File: src/design/bce_pkg.sv
// Shared widths, curve table, register map and transfer types of the charge estimator.
package bce_pkg;

  localparam int MvW         = 13;
  localparam int FsW         = 16;
  localparam int PctW        = 7;
  localparam int QuoW        = 16;
  localparam int NumW        = MvW + FsW;
  localparam int DenW        = MvW;
  localparam int CfgIdxW     = 2;
  localparam int CfgDataW    = 16;
  localparam int QueueDepth  = 2;
  localparam int CurvePoints = 12;

  localparam logic [FsW-1:0] DefaultFullScale = FsW'(200);
  localparam logic           ModeReset        = 1'b0;
  localparam logic [MvW-1:0] VminReset        = MvW'(2000);
  localparam logic [MvW-1:0] VmaxReset        = MvW'(3000);
  localparam logic [FsW-1:0] FullScaleReset   = FsW'(200);

  localparam logic [MvW-1:0] CellMv [CurvePoints] = '{
    MvW'(3000), MvW'(2950), MvW'(2900), MvW'(2850), MvW'(2800), MvW'(2750),
    MvW'(2700), MvW'(2650), MvW'(2600), MvW'(2500), MvW'(2400), MvW'(2200)
  };

  localparam logic [PctW-1:0] CellPct [CurvePoints] = '{
    PctW'(100), PctW'(95), PctW'(85), PctW'(70), PctW'(55), PctW'(42),
    PctW'(30),  PctW'(20), PctW'(12), PctW'(6),  PctW'(3),  PctW'(0)
  };

  typedef enum logic [CfgIdxW-1:0] {
    CFG_MODE,
    CFG_VMIN,
    CFG_VMAX,
    CFG_FULL_SCALE
  } cfg_idx_e;

  typedef struct packed {
    logic           mode;
    logic [MvW-1:0] vmin;
    logic [MvW-1:0] vmax;
    logic [FsW-1:0] full_scale;
  } cfg_t;

  typedef struct packed {
    logic [MvW-1:0]  mv;
    logic [NumW-1:0] num;
    logic [DenW-1:0] den;
  } job_t;

endpackage

File: src/design/bce_front.sv
// Front end: classifies each sample, interpolates the cell curve and forms the division job.
module bce_front (
  input  logic                      clk_i,
  input  logic                      rst_ni,
  input  logic                      valid_i,
  input  logic [bce_pkg::MvW-1:0]   sample_mv_i,
  input  bce_pkg::cfg_t             cfg_i,
  output logic                      valid_o,
  output bce_pkg::job_t             job_o
);

  localparam int SegW       = 8;
  localparam int DpW        = 4;
  localparam int NW         = 10;
  localparam int RecipW     = 11;
  localparam int ProdW      = NW + RecipW;
  localparam int RecipShift = 16;
  localparam int RecipMul   = 1311;
  localparam int SpanMid    = 100;
  localparam int SpanWide   = 200;
  localparam int PctScale   = 100;

  typedef enum logic [1:0] {
    OP_CELL,
    OP_DIV,
    OP_ZERO,
    OP_FULL
  } op_e;

  logic                         f1_valid_q;
  logic [bce_pkg::MvW-1:0]      f1_mv_q;
  op_e                          f1_op_q,   f1_op_d;
  logic [bce_pkg::PctW-1:0]     f1_base_q, f1_base_d;
  logic [NW-1:0]                f1_n_q,    f1_n_d;
  logic [bce_pkg::MvW-1:0]      f1_diff_q;
  logic [bce_pkg::MvW-1:0]      f1_span_q;

  logic                         f2_valid_q;
  logic [bce_pkg::MvW-1:0]      f2_mv_q;
  op_e                          f2_op_q;
  logic [bce_pkg::PctW-1:0]     f2_pct_q,  f2_pct_d;
  logic [bce_pkg::MvW-1:0]      f2_diff_q;
  logic [bce_pkg::MvW-1:0]      f2_span_q;

  logic [ProdW-1:0]             recip_prod;
  logic [bce_pkg::FsW-1:0]      fs_eff;

  always_comb begin : cell_search
    logic              found;
    logic [SegW-1:0]   seg;
    logic [DpW-1:0]    dpct;
    logic [SegW+DpW-1:0] prod;
    found     = 1'b0;
    seg       = '0;
    dpct      = '0;
    prod      = '0;
    f1_base_d = '0;
    f1_n_d    = '0;
    if (sample_mv_i >= bce_pkg::CellMv[0]) begin
      found     = 1'b1;
      f1_base_d = bce_pkg::CellPct[0];
    end
    for (int k = 1; k < bce_pkg::CurvePoints; k++) begin
      seg  = SegW'(sample_mv_i - bce_pkg::CellMv[k]);
      dpct = DpW'(bce_pkg::CellPct[k-1] - bce_pkg::CellPct[k]);
      prod = (SegW+DpW)'(dpct) * (SegW+DpW)'(seg);
      if (!found && sample_mv_i >= bce_pkg::CellMv[k]) begin
        found     = 1'b1;
        f1_base_d = bce_pkg::CellPct[k];
        if (bce_pkg::CellMv[k-1] - bce_pkg::CellMv[k] == bce_pkg::MvW'(SpanWide)) begin
          f1_n_d = NW'(prod >> 2);
        end else if (bce_pkg::CellMv[k-1] - bce_pkg::CellMv[k] ==
                     bce_pkg::MvW'(SpanMid)) begin
          f1_n_d = NW'(prod >> 1);
        end else begin
          f1_n_d = NW'(prod);
        end
      end
    end
  end

  always_comb begin
    priority if (cfg_i.mode) begin
      f1_op_d = OP_CELL;
    end else if (sample_mv_i < cfg_i.vmin) begin
      f1_op_d = OP_ZERO;
    end else if (sample_mv_i > cfg_i.vmax) begin
      f1_op_d = OP_FULL;
    end else if (cfg_i.vmax == cfg_i.vmin) begin
      f1_op_d = OP_FULL;
    end else begin
      f1_op_d = OP_DIV;
    end
  end

  assign recip_prod = ProdW'(f1_n_q) * ProdW'(RecipMul);
  assign f2_pct_d   = f1_base_q + bce_pkg::PctW'(recip_prod[ProdW-1:RecipShift]);

  assign fs_eff = (cfg_i.full_scale == '0) ? bce_pkg::DefaultFullScale : cfg_i.full_scale;

  always_comb begin
    job_o.mv = f2_mv_q;
    unique case (f2_op_q)
      OP_CELL: begin
        job_o.num = bce_pkg::NumW'(f2_pct_q) * bce_pkg::NumW'(fs_eff);
        job_o.den = bce_pkg::DenW'(PctScale);
      end
      OP_DIV: begin
        job_o.num = bce_pkg::NumW'(f2_diff_q) * bce_pkg::NumW'(fs_eff);
        job_o.den = f2_span_q;
      end
      OP_ZERO: begin
        job_o.num = '0;
        job_o.den = bce_pkg::DenW'(1);
      end
      OP_FULL: begin
        job_o.num = bce_pkg::NumW'(fs_eff);
        job_o.den = bce_pkg::DenW'(1);
      end
    endcase
  end

  assign valid_o = f2_valid_q;

  always_ff @(posedge clk_i or negedge rst_ni) begin
    if (!rst_ni) begin
      f1_valid_q <= 1'b0;
      f2_valid_q <= 1'b0;
    end else begin
      f1_valid_q <= valid_i;
      f2_valid_q <= f1_valid_q;
    end
  end

  always_ff @(posedge clk_i) begin
    f1_mv_q   <= sample_mv_i;
    f1_op_q   <= f1_op_d;
    f1_base_q <= f1_base_d;
    f1_n_q    <= f1_n_d;
    f1_diff_q <= sample_mv_i - cfg_i.vmin;
    f1_span_q <= cfg_i.vmax - cfg_i.vmin;
    f2_mv_q   <= f1_mv_q;
    f2_op_q   <= f1_op_q;
    f2_pct_q  <= f2_pct_d;
    f2_diff_q <= f1_diff_q;
    f2_span_q <= f1_span_q;
  end

endmodule

File: src/design/bce_queue.sv
// Short request queue between the front end and the divider.
module bce_queue (
  input  logic          clk_i,
  input  logic          rst_ni,
  input  logic          push_i,
  input  bce_pkg::job_t push_data_i,
  input  logic          pop_i,
  output logic          valid_o,
  output bce_pkg::job_t pop_data_o,
  output logic          full_o
);

  localparam int PtrW = $clog2(bce_pkg::QueueDepth);
  localparam int CntW = $clog2(bce_pkg::QueueDepth + 1);

  bce_pkg::job_t  mem_q [bce_pkg::QueueDepth];
  logic [PtrW-1:0] wr_ptr_q, wr_ptr_d;
  logic [PtrW-1:0] rd_ptr_q, rd_ptr_d;
  logic [CntW-1:0] count_q,  count_d;
  logic            do_push;
  logic            do_pop;

  assign full_o     = (count_q == CntW'(bce_pkg::QueueDepth));
  assign valid_o    = (count_q != '0);
  assign pop_data_o = mem_q[rd_ptr_q];

  assign do_push = push_i && !full_o;
  assign do_pop  = pop_i && valid_o;

  always_comb begin
    wr_ptr_d = do_push ? PtrW'(wr_ptr_q + 1'b1) : wr_ptr_q;
    rd_ptr_d = do_pop  ? PtrW'(rd_ptr_q + 1'b1) : rd_ptr_q;
    count_d  = count_q;
    if (do_push && !do_pop) begin
      count_d = CntW'(count_q + 1'b1);
    end else if (do_pop && !do_push) begin
      count_d = CntW'(count_q - 1'b1);
    end
  end

  always_ff @(posedge clk_i or negedge rst_ni) begin
    if (!rst_ni) begin
      wr_ptr_q <= '0;
      rd_ptr_q <= '0;
      count_q  <= '0;
    end else begin
      wr_ptr_q <= wr_ptr_d;
      rd_ptr_q <= rd_ptr_d;
      count_q  <= count_d;
    end
  end

  always_ff @(posedge clk_i) begin
    if (do_push) begin
      mem_q[wr_ptr_q] <= push_data_i;
    end
  end

endmodule

File: src/design/bce_div.sv
// Back end: pipelined restoring divider, one quotient bit per stage.
module bce_div (
  input  logic                     clk_i,
  input  logic                     rst_ni,
  input  logic                     valid_i,
  input  bce_pkg::job_t            job_i,
  output logic                     valid_o,
  output logic [bce_pkg::MvW-1:0]  echo_mv_o,
  output logic [bce_pkg::QuoW-1:0] quotient_o
);

  localparam int Stages = bce_pkg::QuoW;

  logic                      vld_q [Stages+1];
  logic [bce_pkg::MvW-1:0]   mv_q  [Stages+1];
  logic [bce_pkg::NumW-1:0]  rem_q [Stages+1];
  logic [bce_pkg::DenW-1:0]  den_q [Stages+1];
  logic [bce_pkg::QuoW-1:0]  quo_q [Stages+1];
  logic [bce_pkg::NumW-1:0]  rem_d [Stages];
  logic [bce_pkg::QuoW-1:0]  quo_d [Stages];

  always_comb begin
    for (int s = 0; s < Stages; s++) begin
      logic [bce_pkg::NumW-1:0] sub;
      logic                     ge;
      sub = bce_pkg::NumW'(den_q[s]) << (Stages - 1 - s);
      ge  = (rem_q[s] >= sub);
      rem_d[s] = ge ? bce_pkg::NumW'(rem_q[s] - sub) : rem_q[s];
      quo_d[s] = {quo_q[s][bce_pkg::QuoW-2:0], ge};
    end
  end

  always_ff @(posedge clk_i or negedge rst_ni) begin
    if (!rst_ni) begin
      for (int s = 0; s <= Stages; s++) begin
        vld_q[s] <= 1'b0;
      end
    end else begin
      vld_q[0] <= valid_i;
      for (int s = 0; s < Stages; s++) begin
        vld_q[s+1] <= vld_q[s];
      end
    end
  end

  always_ff @(posedge clk_i) begin
    mv_q[0]  <= job_i.mv;
    rem_q[0] <= job_i.num;
    den_q[0] <= job_i.den;
    quo_q[0] <= '0;
    for (int s = 0; s < Stages; s++) begin
      mv_q[s+1]  <= mv_q[s];
      rem_q[s+1] <= rem_d[s];
      den_q[s+1] <= den_q[s];
      quo_q[s+1] <= quo_d[s];
    end
  end

  assign valid_o    = vld_q[Stages];
  assign echo_mv_o  = mv_q[Stages];
  assign quotient_o = quo_q[Stages];

endmodule

File: src/design/battery_charge_estimator_unit.sv
// Battery charge estimator: top level with configuration registers, front end, queue, divider.
//
// Usage:
//   Request channel: drive sample_mv_i and raise start; the request is taken at a rising
//   edge where start is high and busy is low. One request may be taken every cycle.
//   Result channel: valid_o is high for exactly one cycle with echo_mv_o and charge_o.
//   The receiver cannot stall; results leave in request order, one per request.
//   Path: a taken request passes 2 front stages, 1 queue slot, 1 divider load and 16
//   divider stages, in that order, before valid_o goes high with its result.
//   Throughput: one request per cycle; the 16-stage divider, one quotient bit per stage,
//   sets the latency, and busy rises only if the two-entry queue fills.
//   Configuration: cfg_we_i, cfg_idx_i and cfg_wdata_i write curve_mode, voltage_min_mv,
//   voltage_max_mv and full_scale (indexes 0 to 3) at the rising edge; write only while
//   no request is in flight.
//   Reset: rst_ni clears all pipeline valids and the queue, and loads the registers with
//   linear mode, 2000 mV, 3000 mV and a full scale of 200.
module battery_charge_estimator_unit (
  input  logic                         clk_i,
  input  logic                         rst_ni,
  input  logic                         start,
  output logic                         busy,
  input  logic [bce_pkg::MvW-1:0]      sample_mv_i,
  input  logic                         cfg_we_i,
  input  logic [bce_pkg::CfgIdxW-1:0]  cfg_idx_i,
  input  logic [bce_pkg::CfgDataW-1:0] cfg_wdata_i,
  output logic                         valid_o,
  output logic [bce_pkg::MvW-1:0]      echo_mv_o,
  output logic [bce_pkg::FsW-1:0]      charge_o
);

  bce_pkg::cfg_t cfg_q;
  bce_pkg::job_t front_job;
  bce_pkg::job_t queue_job;
  logic          front_valid;
  logic          queue_valid;
  logic          queue_full;
  logic          accept;

  assign busy   = queue_full;
  assign accept = start && !busy;

  always_ff @(posedge clk_i or negedge rst_ni) begin
    if (!rst_ni) begin
      cfg_q.mode       <= bce_pkg::ModeReset;
      cfg_q.vmin       <= bce_pkg::VminReset;
      cfg_q.vmax       <= bce_pkg::VmaxReset;
      cfg_q.full_scale <= bce_pkg::FullScaleReset;
    end else if (cfg_we_i) begin
      unique case (bce_pkg::cfg_idx_e'(cfg_idx_i))
        bce_pkg::CFG_MODE:       cfg_q.mode       <= cfg_wdata_i[0];
        bce_pkg::CFG_VMIN:       cfg_q.vmin       <= cfg_wdata_i[bce_pkg::MvW-1:0];
        bce_pkg::CFG_VMAX:       cfg_q.vmax       <= cfg_wdata_i[bce_pkg::MvW-1:0];
        bce_pkg::CFG_FULL_SCALE: cfg_q.full_scale <= cfg_wdata_i[bce_pkg::FsW-1:0];
      endcase
    end
  end

  bce_front u_front (
    .clk_i       (clk_i),
    .rst_ni      (rst_ni),
    .valid_i     (accept),
    .sample_mv_i (sample_mv_i),
    .cfg_i       (cfg_q),
    .valid_o     (front_valid),
    .job_o       (front_job)
  );

  bce_queue u_queue (
    .clk_i       (clk_i),
    .rst_ni      (rst_ni),
    .push_i      (front_valid),
    .push_data_i (front_job),
    .pop_i       (queue_valid),
    .valid_o     (queue_valid),
    .pop_data_o  (queue_job),
    .full_o      (queue_full)
  );

  bce_div u_div (
    .clk_i      (clk_i),
    .rst_ni     (rst_ni),
    .valid_i    (queue_valid),
    .job_i      (queue_job),
    .valid_o    (valid_o),
    .echo_mv_o  (echo_mv_o),
    .quotient_o (charge_o)
  );

endmodule

File: config.mk
export PLATFORM = sky130hd
export DESIGN_NAME = battery_charge_estimator_unit
export DESIGN_NICKNAME = d
export VERILOG_FILES = /design/src/design/bce_pkg.sv /design/src/design/bce_front.sv /design/src/design/bce_queue.sv /design/src/design/bce_div.sv /design/src/design/battery_charge_estimator_unit.sv
export SDC_FILE = /design/constraint.sdc
export NUM_CORES = 2
export LEC_CHECK = 0
export BUFFER_PORTS_ARGS = -buffer_cell sky130_fd_sc_hd__buf_2
export CORE_MARGIN = 2
export CORE_UTILIZATION = 55
export DETAILED_ROUTE_END_ITERATION = 10
export GPL_ROUTABILITY_DRIVEN = 1
export PLACE_DENSITY = 0.82
export SLEW_MARGIN = 20
export SYNTH_ARGS = -nofsm -noshare
export SYNTH_HDL_FRONTEND = slang
export SYNTH_SLANG_ARGS = --single-unit
File: constraint.sdc
create_clock -name clk_i -period 7.85 [get_ports clk_i]
set_clock_uncertainty 0.05 [all_clocks]
set_input_delay 1.1775 -clock clk_i [delete_from_list [all_inputs] [get_ports clk_i]]
set_output_delay 1.1775 -clock clk_i [all_outputs]
set_load 0.02 [all_outputs]
# Word level (Yosys, flattened, before mapping)
# Memory sizes are Yosys's and may differ from the RTL's.
# Index checks and enable logic that the tools add are counted.
# word_totals
register_bits,172
elab_cells,237
in_bits,35
out_inout_bits,31
memories,5
mem_bits_rw,1317
# memory_table
name,depth,word_bits,read_ports,rd_ports_with_merged_regs,wr,line,text
u_div.rem_q,17,29,16,0,17,bce_div.sv:16,logic [bce_pkg::NumW-1:0] rem_q [Stages+1];
u_div.quo_q,17,16,17,0,17,bce_div.sv:18,logic [bce_pkg::QuoW-1:0] quo_q [Stages+1];
u_div.den_q,17,13,16,0,17,bce_div.sv:17,logic [bce_pkg::DenW-1:0] den_q [Stages+1];
u_div.mv_q,17,13,17,0,17,bce_div.sv:15,logic [bce_pkg::MvW-1:0] mv_q [Stages+1];
u_queue.mem_q,2,55,1,0,1,bce_queue.sv:16,bce_pkg::job_t mem_q [bce_pkg::QueueDepth];
# classes
n_mux,58
add_sub_neg,34
n_reduce_logical,44
n_eq_ne,8
magnitude_cmp,30
multipliers,13
# op_table
cell,n
29-bit 2-to-1 mux,16
42-bit one-hot mux with 4 select lines,1
"13-bit by 12-bit >= comparator with 1-bit output, second input constant",12
10-bit 2-to-1 mux,9
"8-bit subtractor, second input constant",6
"2-bit by 8-bit multiplier with 10-bit output, first input constant",3
"4-bit by 8-bit multiplier with 10-bit output, first input constant",3
29-bit by 13-bit >= comparator with 1-bit output,1
29-bit by 14-bit >= comparator with 1-bit output,1
29-bit by 15-bit >= comparator with 1-bit output,1
29-bit by 16-bit >= comparator with 1-bit output,1
29-bit by 17-bit >= comparator with 1-bit output,1
29-bit by 18-bit >= comparator with 1-bit output,1
29-bit by 19-bit >= comparator with 1-bit output,1
29-bit by 20-bit >= comparator with 1-bit output,1
29-bit by 21-bit >= comparator with 1-bit output,1
29-bit by 22-bit >= comparator with 1-bit output,1
29-bit by 23-bit >= comparator with 1-bit output,1
29-bit by 24-bit >= comparator with 1-bit output,1
29-bit by 25-bit >= comparator with 1-bit output,1
29-bit by 26-bit >= comparator with 1-bit output,1
29-bit by 27-bit >= comparator with 1-bit output,1
29-bit by 28-bit >= comparator with 1-bit output,1
13-bit by 16-bit multiplier with 29-bit output,1
other kinds (55),120

# Logic depth before layout (Yosys ltp)
# logic_depth
depth_word,35
ltp_mapped,25

# Cells and area by module
# Synthesis repeated with hierarchy kept, for this count alone.
# hier_totals
hier_cells,6102
area_unflattened_um2,63418.3
# by_module_without_submodules
module,area_per_inst_um2,instances,cells_each
bce_div,35769.3,1,3285
bce_front,21673.3,1,2533
bce_queue,4334.2,1,190
battery_charge_estimator_unit,1641.6,1,94

# Worst setup path before layout
# Ideal clock, no wire load.
# synth_timing
path_type,flip-flop to flip-flop
start,reg cfg_q[10] (netlist name)
end,"mem u_queue.mem_q[0][40] (netlist name), data pin"
setup_ns,0.263
path_stages_with_launch,23
path_slack_ns,1.912
t_arrival_ns,5.625
cell_sequence,dfrtp_1 > nor4_1 > nand4_1 > nand2b_1 > clkbuf_1 > nand2_1 > fa_1 > inv_1 > fa_1 > fa_1 > fa_1 > inv_1 > fa_1 > inv_1 > ha_1 > o21ai_0 > o21ai_0 > o2111ai_1 > a221oi_1 > a211oi_1 > o21ai_0 > xnor2_1 > nor2_1
# synth_lines
item,line,text
"start, declared",battery_charge_estimator_unit.sv:31,bce_pkg::cfg_t cfg_q;
"end, declared",bce_queue.sv:16,

==> reports/metrics.yaml <==
layout:
  fill_cells: 8883
  seq_area_um2: 27700
  multi_input_area_um2: 31800
  layout-drive-gt1-share_pct: 8.36
  areaGrowthSynthToFinish_pct: 10.2
  layout.nets: 7031
  n_antenna_cell: 0
  postLayoutCellArea_um2: 69200
route:
  vias: 43000
  routedWlPerCell_um: 17.9
  wl_um: 139000
  ant_nets: 0
  viasPerCell: 5.54
  drc: 0
  drtPass1Iterations: 6
  drt-initial-drc-count: 2887
grt:
  grt_pass1_vias: 44000
  grt_pass1_wl_um: 226000
  track_usage_pct: 24.0
  grt_max_degree: 67
  antenna_found_initial: 0
  overflow: 0
logic_synthesis:
  async_flop_share_pct: 5.03
  synthTopCellsByCount: "1135 x dfxtp_1, 734 x inv_1, 546 x ha_1"
  yosys_warnings: 0
  syn-cell-area_um2: 62800
  ys_types: 94
  synth_area_per_cell_um2: 10.3
  synth_top_area_share_pct: 36.2
  ys_ff_latch: 1311
  synth_cells: 6069
  synth_top_area_cell: "dfxtp_1"
  ys_seq_area_share_pct: 44.1
  ys.flop_type: "dfxtp_1"
  synth_edf_count: 110
  synth_area_leaders: "dfxtp_1 36%, ha_1 11%, fa_1 9.5%, edfxtp_1 5.3%, inv_1 4.4%"
  synth_fp_nets: 6947
  synth_most_common_cell: "dfxtp_1"
timing:
  tightest_slew_ns: 1.07
  final_hold_viol_count: 0
  setup_slack_ns: 0.982
  layout_min_cycle_time_ns: 6.87
  max-slew-margin-rel_pct: 28.3
  tns_ns: 0
  setup_viol: 0
  holdWs_ns: 0.262
  rsz0062_at_grt: "no"
  drv_slew: 0
  period_share_pct: 87.5
  max_freq_ghz: 0.146
clock_network:
  insertion_delay_ns: 0.75
  cts-resized-gates: 0
  cts_buffers: 131
  cts_buffer_depth: 3
  cts_setup_buffers: 0
  cts.htree.levels: 4
  clock-sinks: 1311
  cts_tree: "built"
  clkSlewWorstSetupHoldPaths_ns: 0.06
  ctsHoldBuffers: 0
  cts_root_buffer: "clkbuf_16"
die:
  die_x_um: 342
  io_pins: 66
  row_count: 123
  coreArea_um2: 113000
  die_y_um: 342
  dieArea_um2: 117000
  initial_core_util_pct: 55.7
worst_setup_path:
  reg2reg_depth: 22
  start_kind: "flip-flop"
  required_ns: 8.26
  cp.arrival_ns: 7.28
  path_max_fanout: 12
  crit_type: "reg -> reg"
  setup.worst_path.end_class: "flip-flop"
placement:
  gp_congestion: 0.952
  pre_cts_slack_ns: 1.06
  dp_hpwl_um: 103000
  io_buffers: 65
  placed_cell_area_um2: 64700
run:
  drv_cap: 0
hold_path:
  holdPathStages: 0
  hp-class: "reg -> reg"
outcome:
  status: "complete, no violations"
-- placed cells by master, fill, tap and decap left out, types with 22 or more instances in the layout --
master     instances
buf_4             38
or2_2             23
nor2_1           284
xor2_1           172
mux2_2           129
nand4_1           44
and3_1            29
ha_1             546
nor2b_1           54
clkbuf_8          22
or4_1             30
nand2b_1          59
dfxtp_1         1135
a21o_1            98
o21a_1            58
fa_1             297
nand2_1          469
mux2i_1           28
xnor2_1          232
and2_1           136
a31oi_1           24
o21ai_0          240
nor4_1            55
edfxtp_1         110
a211oi_1          41
or3_1             38
o31ai_1           35
clkbuf_16        137
nand3_1           66
buf_2             65
o21bai_1          24
dfrtp_1           49
a21oi_1          279
inv_1            734
nor3_1           113
-- kinds of logic after synthesis --
family / count (synthesis) / synth area share [%]
AO/OA/AOI/OAI: 994 / 10.1
XOR/XNOR: 404 / 5.63
adder cells (fa/ha/maj): 843 / 20.3
buffers and inverters: 888 / 5.40
flip-flops: 1311 / 44.1
multiplexers: 157 / 2.76
AND/OR/NAND/NOR: 1472 / 11.6
-- registers in the layout, summed over array words and instances, names as in the netlist, 7 cells and up --
| register | cells |
|---|---|
| u_div.quo_q | 136 |
| u_front.f1_diff_q | 13 |
| u_queue.mem_q | 110 |
| u_front.f1_mv_q | 13 |
| u_div.vld_q | 16 |
| u_div.den_q | 208 |
| u_front.f1_n_q | 10 |
| u_div.rem_q | 464 |
| u_front.f2_diff_q | 13 |
| u_front.f2_mv_q | 13 |
| u_front.f2_pct_q | 7 |
| u_front.f1_base_q | 7 |
| cfg_q | 43 |
| u_front.f2_span_q | 13 |
| u_front.f1_span_q | 13 |
| u_div.mv_q | 221 |
-- through the flow --
step	instances	utilization [%]
final	7754	61.4
after detailed placement	7520	57.3
after global placement	7520	57.3
after CTS	7754	61.3
after global routing	7754	61.4
after floorplan	6069	-
-- layout make-up --
cell class	count	share of cell area (%)
Clock buffer	180	5.50
Multi-Input combinational cell	3870	45.9
Timing Repair Buffer	103	0.882
Sequential cell	1311	40.0
Inverter	736	3.99
Clock inverter	54	1.01
Tap cell	1500	2.71
-- worst paths after layout --
check,start,to,slack [ns]
worst max register to register,cfg_q[4],u_queue.mem_q[0][40],0.98
worst max-delay path,cfg_q[4],u_queue.mem_q[0][40],0.98
worst min register to register,u_div.quo_q[0][243],u_div.quo_q[0][260],0.26
min in group asynchronous,rst_ni,cfg_q[8],0.58
worst min-delay path,u_div.quo_q[0][243],u_div.quo_q[0][260],0.26
max in group asynchronous,rst_ni,u_queue.rd_ptr_q,6.47
-- critical path, stage by stage (launching register included) --
cell and delay (ns):
dfrtp_1 0.37, nor4_1 0.33, nand4_1 0.21, nand2b_1 0.46
buf_4 0.30, nand2_1 0.09, fa_1 0.53, inv_1 0.06
fa_1 0.47, fa_1 0.52, fa_1 0.55, inv_1 0.06
fa_1 0.53, inv_1 0.05, ha_1 0.37, o21ai_0 0.18
o21ai_0 0.19, o2111ai_1 0.17, a221oi_1 0.44, a211oi_1 0.20
o21ai_0 0.24, xnor2_1 0.14, nor2_1 0.06
-- routing by layer --
metal	up-vias	part of all wire, %	GRT usage, %
li1	20600	-	-
met2	1373	49	41.4
met3	410	6.0	4.11
met4	0	4.6	11.3
met1	20600	41	29.1
met5	-	0	0
Power is not shown: default switching activity piles up to over one toggle a cycle in this logic, so the estimate is an artifact.
